**config.mk**
```make
export PLATFORM = sky130hd
export DESIGN_NAME = rc4_perm_mem
export DESIGN_NICKNAME = d
export VERILOG_FILES = /design/src/hw/rtl/rc4_pkg.sv /design/src/hw/rtl/rc4_perm_mem.sv
export SDC_FILE = /design/constraint.sdc
export NUM_CORES = 2
export LEC_CHECK = 0
export BUFFER_PORTS_ARGS = -buffer_cell sky130_fd_sc_hd__clkbuf_2
export CORE_UTILIZATION = 60
export DETAILED_ROUTE_END_ITERATION = 8
export GPL_TIMING_DRIVEN = 1
export PLACE_DENSITY = 0.85
export SETUP_SLACK_MARGIN = 0.4
export SLEW_MARGIN = 5
export SYNTH_ARGS = -nofsm -noshare
export SYNTH_HDL_FRONTEND = slang
export SYNTH_SLANG_ARGS = --single-unit
```
**constraint.sdc**
```tcl
create_clock -name i_clk -period 3 [get_ports i_clk]
set_input_delay 0.6 -clock i_clk [delete_from_list [all_inputs] [get_ports i_clk]]
set_output_delay 0.6 -clock i_clk [all_outputs]
set_load 0.01 [all_outputs]
```
**src/hw/rtl/rc4_pkg.sv**
```systemverilog
// Shared types, constants and the microcode ROM of the RC4 stream cipher engine.
package rc4_pkg;

    localparam int PERM_SIZE       = 256;
    localparam int PERM_AW         = 8;
    localparam int KEY_LEN_W       = 9;
    localparam int KEY_STORE_DEPTH = 256;
    localparam logic [KEY_LEN_W-1:0] KEY_LEN_RESET = 9'd16;

    typedef enum logic [1:0] {
        ACT_KEY_WRITE = 2'd0,
        ACT_SCHEDULE  = 2'd1,
        ACT_DATA      = 2'd2,
        ACT_UNUSED    = 2'd3
    } t_action;

    localparam logic RK_SCHED_DONE = 1'b0;
    localparam logic RK_DATA       = 1'b1;

    typedef struct packed {
        logic [1:0] action;
        logic [7:0] key_index;
        logic [7:0] key_byte;
        logic [7:0] data_in;
    } t_in_beat;

    typedef struct packed {
        logic       result_kind;
        logic [7:0] keystream;
        logic [7:0] data_out;
    } t_out_beat;

    // permutation memory request
    typedef struct packed {
        logic               rd_en;
        logic [PERM_AW-1:0] rd_addr;
        logic               wr_en;
        logic [PERM_AW-1:0] wr_addr;
        logic [7:0]         wr_data;
        logic               clr;
    } t_pm_req;

    // microprogram steps
    typedef enum logic [3:0] {
        U_IDLE     = 4'd0,
        U_PRGA0    = 4'd1,
        U_PRGA1    = 4'd2,
        U_PRGA2    = 4'd3,
        U_PRGA3    = 4'd4,
        U_KSA_INIT = 4'd5,
        U_KSA0     = 4'd6,
        U_KSA1     = 4'd7,
        U_KSA2     = 4'd8,
        U_KSA3     = 4'd9,
        U_KSA_END  = 4'd10
    } t_upc;

    typedef enum logic [1:0] {
        RD_I     = 2'd0,
        RD_I_INC = 2'd1,
        RD_J_SUM = 2'd2,
        RD_T     = 2'd3
    } t_rd_sel;

    typedef enum logic {
        WR_I = 1'b0,
        WR_J = 1'b1
    } t_wr_sel;

    typedef enum logic {
        WD_RD = 1'b0,
        WD_SA = 1'b1
    } t_wd_sel;

    typedef enum logic [1:0] {
        EM_NONE = 2'd0,
        EM_DONE = 2'd1,
        EM_DATA = 2'd2
    } t_emit;

    typedef enum logic [1:0] {
        NX_SEQ      = 2'd0,
        NX_IDLE     = 2'd1,
        NX_LOOP     = 2'd2,
        NX_DISPATCH = 2'd3
    } t_next;

    typedef struct packed {
        logic    rd_en;
        t_rd_sel rd_sel;
        logic    wr_en;
        t_wr_sel wr_sel;
        t_wd_sel wd_sel;
        logic    add_key;
        logic    ld_i_inc;
        logic    ld_j;
        logic    clr_ij;
        logic    ld_sa;
        logic    ld_sb;
        logic    ld_t;
        logic    clr_perm;
        logic    kc_clr;
        logic    kc_inc;
        t_emit   emit;
        t_next   nxt;
    } t_uword;

    function automatic t_uword ucode(input t_upc upc);
        t_uword w;
        w = '0;
        case (upc)
            U_IDLE: begin
                w.nxt = NX_DISPATCH;
            end
            U_PRGA0: begin
                w.rd_en    = 1'b1;
                w.rd_sel   = RD_I_INC;
                w.ld_i_inc = 1'b1;
            end
            U_PRGA1: begin
                w.rd_en  = 1'b1;
                w.rd_sel = RD_J_SUM;
                w.ld_j   = 1'b1;
                w.ld_sa  = 1'b1;
            end
            U_PRGA2: begin
                w.rd_en  = 1'b1;
                w.rd_sel = RD_T;
                w.ld_sb  = 1'b1;
                w.ld_t   = 1'b1;
                w.wr_en  = 1'b1;
                w.wr_sel = WR_I;
                w.wd_sel = WD_RD;
            end
            U_PRGA3: begin
                w.wr_en  = 1'b1;
                w.wr_sel = WR_J;
                w.wd_sel = WD_SA;
                w.emit   = EM_DATA;
                w.nxt    = NX_IDLE;
            end
            U_KSA_INIT: begin
                w.clr_perm = 1'b1;
                w.clr_ij   = 1'b1;
                w.kc_clr   = 1'b1;
            end
            U_KSA0: begin
                w.rd_en  = 1'b1;
                w.rd_sel = RD_I;
            end
            U_KSA1: begin
                w.rd_en   = 1'b1;
                w.rd_sel  = RD_J_SUM;
                w.add_key = 1'b1;
                w.ld_j    = 1'b1;
                w.ld_sa   = 1'b1;
            end
            U_KSA2: begin
                w.wr_en  = 1'b1;
                w.wr_sel = WR_I;
                w.wd_sel = WD_RD;
            end
            U_KSA3: begin
                w.wr_en    = 1'b1;
                w.wr_sel   = WR_J;
                w.wd_sel   = WD_SA;
                w.ld_i_inc = 1'b1;
                w.kc_inc   = 1'b1;
                w.nxt      = NX_LOOP;
            end
            U_KSA_END: begin
                w.clr_ij = 1'b1;
                w.emit   = EM_DONE;
                w.nxt    = NX_IDLE;
            end
            default: begin
                w.nxt = NX_IDLE;
            end
        endcase
        return w;
    endfunction

endpackage

```
**src/hw/rtl/rc4_perm_mem.sv**
```systemverilog
// Permutation memory: one read and one write port, identity wherever not yet written.
module rc4_perm_mem
    import rc4_pkg::*;
(
    input  logic       i_clk,
    input  logic       i_rst_n,
    input  t_pm_req    i_req,
    output logic [7:0] o_rd_data
);

    logic [7:0]         r_mem [PERM_SIZE];
    logic [PERM_SIZE-1:0] r_vld;
    logic [7:0]         r_rd_data;
    logic               r_rd_vld;
    logic [PERM_AW-1:0] r_rd_addr;

    // valid bits: reset and schedule start clear them all, bringing back identity
    always_ff @(posedge i_clk) begin
        if (!i_rst_n || i_req.clr) begin
            r_vld <= '0;
        end else if (i_req.wr_en) begin
            r_vld[i_req.wr_addr] <= 1'b1;
        end
    end

    always_ff @(posedge i_clk) begin
        if (i_req.wr_en) begin
            r_mem[i_req.wr_addr] <= i_req.wr_data;
        end
        if (i_req.rd_en) begin
            r_rd_data <= r_mem[i_req.rd_addr];
            r_rd_vld  <= r_vld[i_req.rd_addr];
            r_rd_addr <= i_req.rd_addr;
        end
    end

    assign o_rd_data = r_rd_vld ? r_rd_data : 8'(r_rd_addr);

endmodule

```
==> results.sh <==
export IMPL_critPathCaptureType="flop"
export IMPL_path_class="in2reg"
export IMPL_startpoint_type="input port"
export IMPL_synth_top_area_share_pct=69.4
export IMPL_fp_dieH_um=388
export IMPL_vias_per_cell=7.15
export IMPL_crit_required_ps=3690
export IMPL_worstPathMaxFanout=9
export IMPL_multiInputGateArea_um2=20900
export IMPL_io_pins=37
export IMPL_antenna_found_initial=14
export IMPL_yosysMostFrequentCell="edfxtp_1"
export IMPL_drtIter0Drc=9316
export IMPL_htreeDepth=4
export IMPL_clkTransAtPathRegs_ps=80
export IMPL_drtPass1Iterations=9
export IMPL_ys_flop_type="edfxtp_1"
export IMPL_maxSlewHeadroom_pct=33.2
export IMPL_grt_pass1_vias=53000
export IMPL_clock_sinks=2321
export IMPL_synth_area_um2=89400
export IMPL_hold_viol=0
export IMPL_cts_root_buffer="clkbuf_16"
export IMPL_rows=141
export IMPL_timing_final_crit_share_pct=87.9
export IMPL_synth_edf_count=2065
export IMPL_portBuffers=36
export IMPL_p_int_w=0.0525
export IMPL_p_leak_nw=34.5
export IMPL_worst_pin_slew_ps=1000
export IMPL_violations="design-rule violations"
export IMPL_drive_gt1_share_pct=30.2
export IMPL_reg2reg_slack_ps=380
export IMPL_place_ws_ps=-555
export IMPL_p_sw_share_pct=21.8
export IMPL_ys_async_sr_fraction_pct=0
export IMPL_cts_buffer_depth=3
export IMPL_die_area_um2=151000
export IMPL_cp_arrival_ps=3320
export IMPL_fin_skew_ps=58.6
export IMPL_synth_cell_types=58
export IMPL_dpl_hpwl_um=153000
export IMPL_grt_ovfl_total=0
export IMPL_holdCritPathClass="in2reg"
export IMPL_die_x_um=388
export IMPL_tns_ps=0
export IMPL_avgSynthCellArea_um2=19.1
export IMPL_wl_per_cell_um=34.3
export IMPL_gp_congestion=0.935
export IMPL_layout_setup_ws_ps=363
export IMPL_synth_common_cells="edfxtp_1 (2065), nor2_1 (740), mux4_2 (520)"
export IMPL_outcome="finished, violations left"
export IMPL_power_switching_w=0.0147
export IMPL_grt_max_degree=105
export IMPL_p_clk_share_pct=41.8
export IMPL_cap_violations=0
export IMPL_layout_min_cycle_time_ps=2640
export IMPL_fmax_mhz=379
export IMPL_grt_first_pass_wirelength_um=366000
export IMPL_synth_seq_area_share_pct=75.1
export IMPL_cts_buffers=214
export IMPL_cts_hold_buf=0
export IMPL_synth_top_area_cell="edfxtp_1"
export IMPL_syn2layout_area_growth_pct=16.6
export IMPL_final_seq_area_um2=67100
export IMPL_core_area_um2=148000
export IMPL_cts_tree="yes"
export IMPL_synthTopCellsByArea="edfxtp_1 (69%), mux4_2 (13%), dfxtp_1 (5.7%), nor2_1 (3.1%), mux2i_1 (2.1%)"
export IMPL_nets=5373
export IMPL_postLayoutCoreUtil_pct=70.5
export IMPL_grt_setup_unrepaired="yes"
export IMPL_vias=53500
export IMPL_synth_seq_cells=2321
export IMPL_p_comb_share_pct=5.7
export IMPL_fin_total_pwr_w=0.0672
export IMPL_drc=124
export IMPL_p_per_area_nw_per_um2=645
export IMPL_setup_viol=0
export IMPL_holdWs_ps=239
export IMPL_syn_inst=4690
export IMPL_totalWireLength_um=256000
export IMPL_pwr_share_seq_pct=52.5
export IMPL_maxSlewViolCount=0
export IMPL_initial_utilization_pct=60.5
export IMPL_worstSkewPairLatency_ps=900
export IMPL_fillers=7899
export IMPL_syn_num_nets=4719
export IMPL_ir_drop_mv=0.585
export IMPL_ant_nets=0
export IMPL_ys_warnings_count=0
export IMPL_grt_use_total_pct=34.1
-- cells by family (layout without fill, tap and decap cells) --
| family | count (synthesis) | after routing | synth area share (%) |
|---|---|---|---|
| buffers and inverters | 288 | 1134 | 1.84 |
| AND/OR/NAND/NOR | 954 | 954 | 4.38 |
| other | 0 | 15 | 0 |
| flip-flops | 2321 | 2321 | 75.1 |
| AO/OA/AOI/OAI | 404 | 404 | 3.32 |
| multiplexers | 723 | 723 | 15.4 |
-- repair_timing --
action                     4_1_cts  5_1_grt
buffers inserted                 2        0
setup endpoints to repair       13       17
pin swaps                        1        4
resized for setup                9       46
-- critical path, cell delays in order --
cell     delay [ps]
buf_4           200
buf_4           220
nor2_2          320
buf_4           270
buf_4           230
a22oi_1         100
a21oi_1         710
nor4_4          150
buf_4           190
nor4_1          300
-- cell usage in the layout, fill, tap and decap left out, drive strengths merged, types with 8 or more instances in the layout --
master,Yosys,layout
a22o,20,20
a221oi,27,27
diode,0,15
nor2,740,740
o21ba,29,29
o21ai,26,26
o221ai,40,40
clkbuf,159,335
nand4,8,8
a211oi,15,15
mux4,520,520
mux2,13,13
a21oi,68,68
bufinv,0,19
nor2b,23,23
nor4,13,13
a311oi,14,14
clkinv,0,71
a22oi,81,81
and2,8,8
dfxtp,256,256
nand2,69,69
inv,5,16
mux2i,190,190
buf,124,690
nand3,45,45
o22ai,52,52
edfxtp,2065,2065
nor3,19,19
-- registers in the layout (all words and copies together) (netlist names) --
signal     count
r_mem       2048
r_rd_vld       1
r_vld        256
r_rd_data      8
r_rd_addr      8
-- routing by layer --
metal / vias to the layer above / GRT usage (%) / routed length, µm
met3: 1150 / 9.97 / 37000
met4: 12 / 20.4 / 18900
met1: 26800 / 43.2 / 81200
li1: 20200 / - / -
met2: 5366 / 52.7 / 119000
met5: - / 0.0319 / 100
-- final cells by class --
cell class | count | share of cell area [%]
flip-flops and latches | 2321 | 64.4
multi-input cells | 2081 | 20.1
repair buffers | 721 | 6.15
clock buffers | 304 | 5.86
well taps | 1930 | 2.32
clock inverters | 104 | 1.11
diodes | 15 | 0.0360
inverters | 5 | 0.0180
-- power groups by stage --
stage / logic, W / registers (W) / clock network [W]
after global placement: 0.00344 / 0.0359 / 0
after detailed placement: 0.00355 / 0.0360 / 0
after CTS: 0.00366 / 0.0353 / 0.0281
after floorplan: 0.00178 / 0.0359 / 0
after global routing: 0.00389 / 0.0352 / 0.0293
final: 0.00384 / 0.0353 / 0.0281
-- worst paths after layout --
kind                      startpoint                      end  cells after the start
min reg2reg   r_vld[78]$_SDFFE_PP0P_   r_vld[78]$_SDFFE_PP0P_                      2
min                         i_req[2]  r_mem[124][1]$_DFFE_PP_                      1
max reg2reg  r_mem[148][6]$_DFFE_PP_   r_rd_data[6]$_DFFE_PP_                      7
max                        i_req[20]   r_rd_data[2]$_DFFE_PP_                     10
-- per-stage QoR --
| stage | cell area, µm² | cells |
|---|---|---|
| after global routing | 104000 | 7467 |
| after detailed placement | 96700 | 7056 |
| after global placement | 96700 | 7056 |
| after floorplan | 89700 | 4690 |
| after CTS | 104000 | 7466 |
| final | 104000 | 7481 |
(Power assumes the default switching activity.)
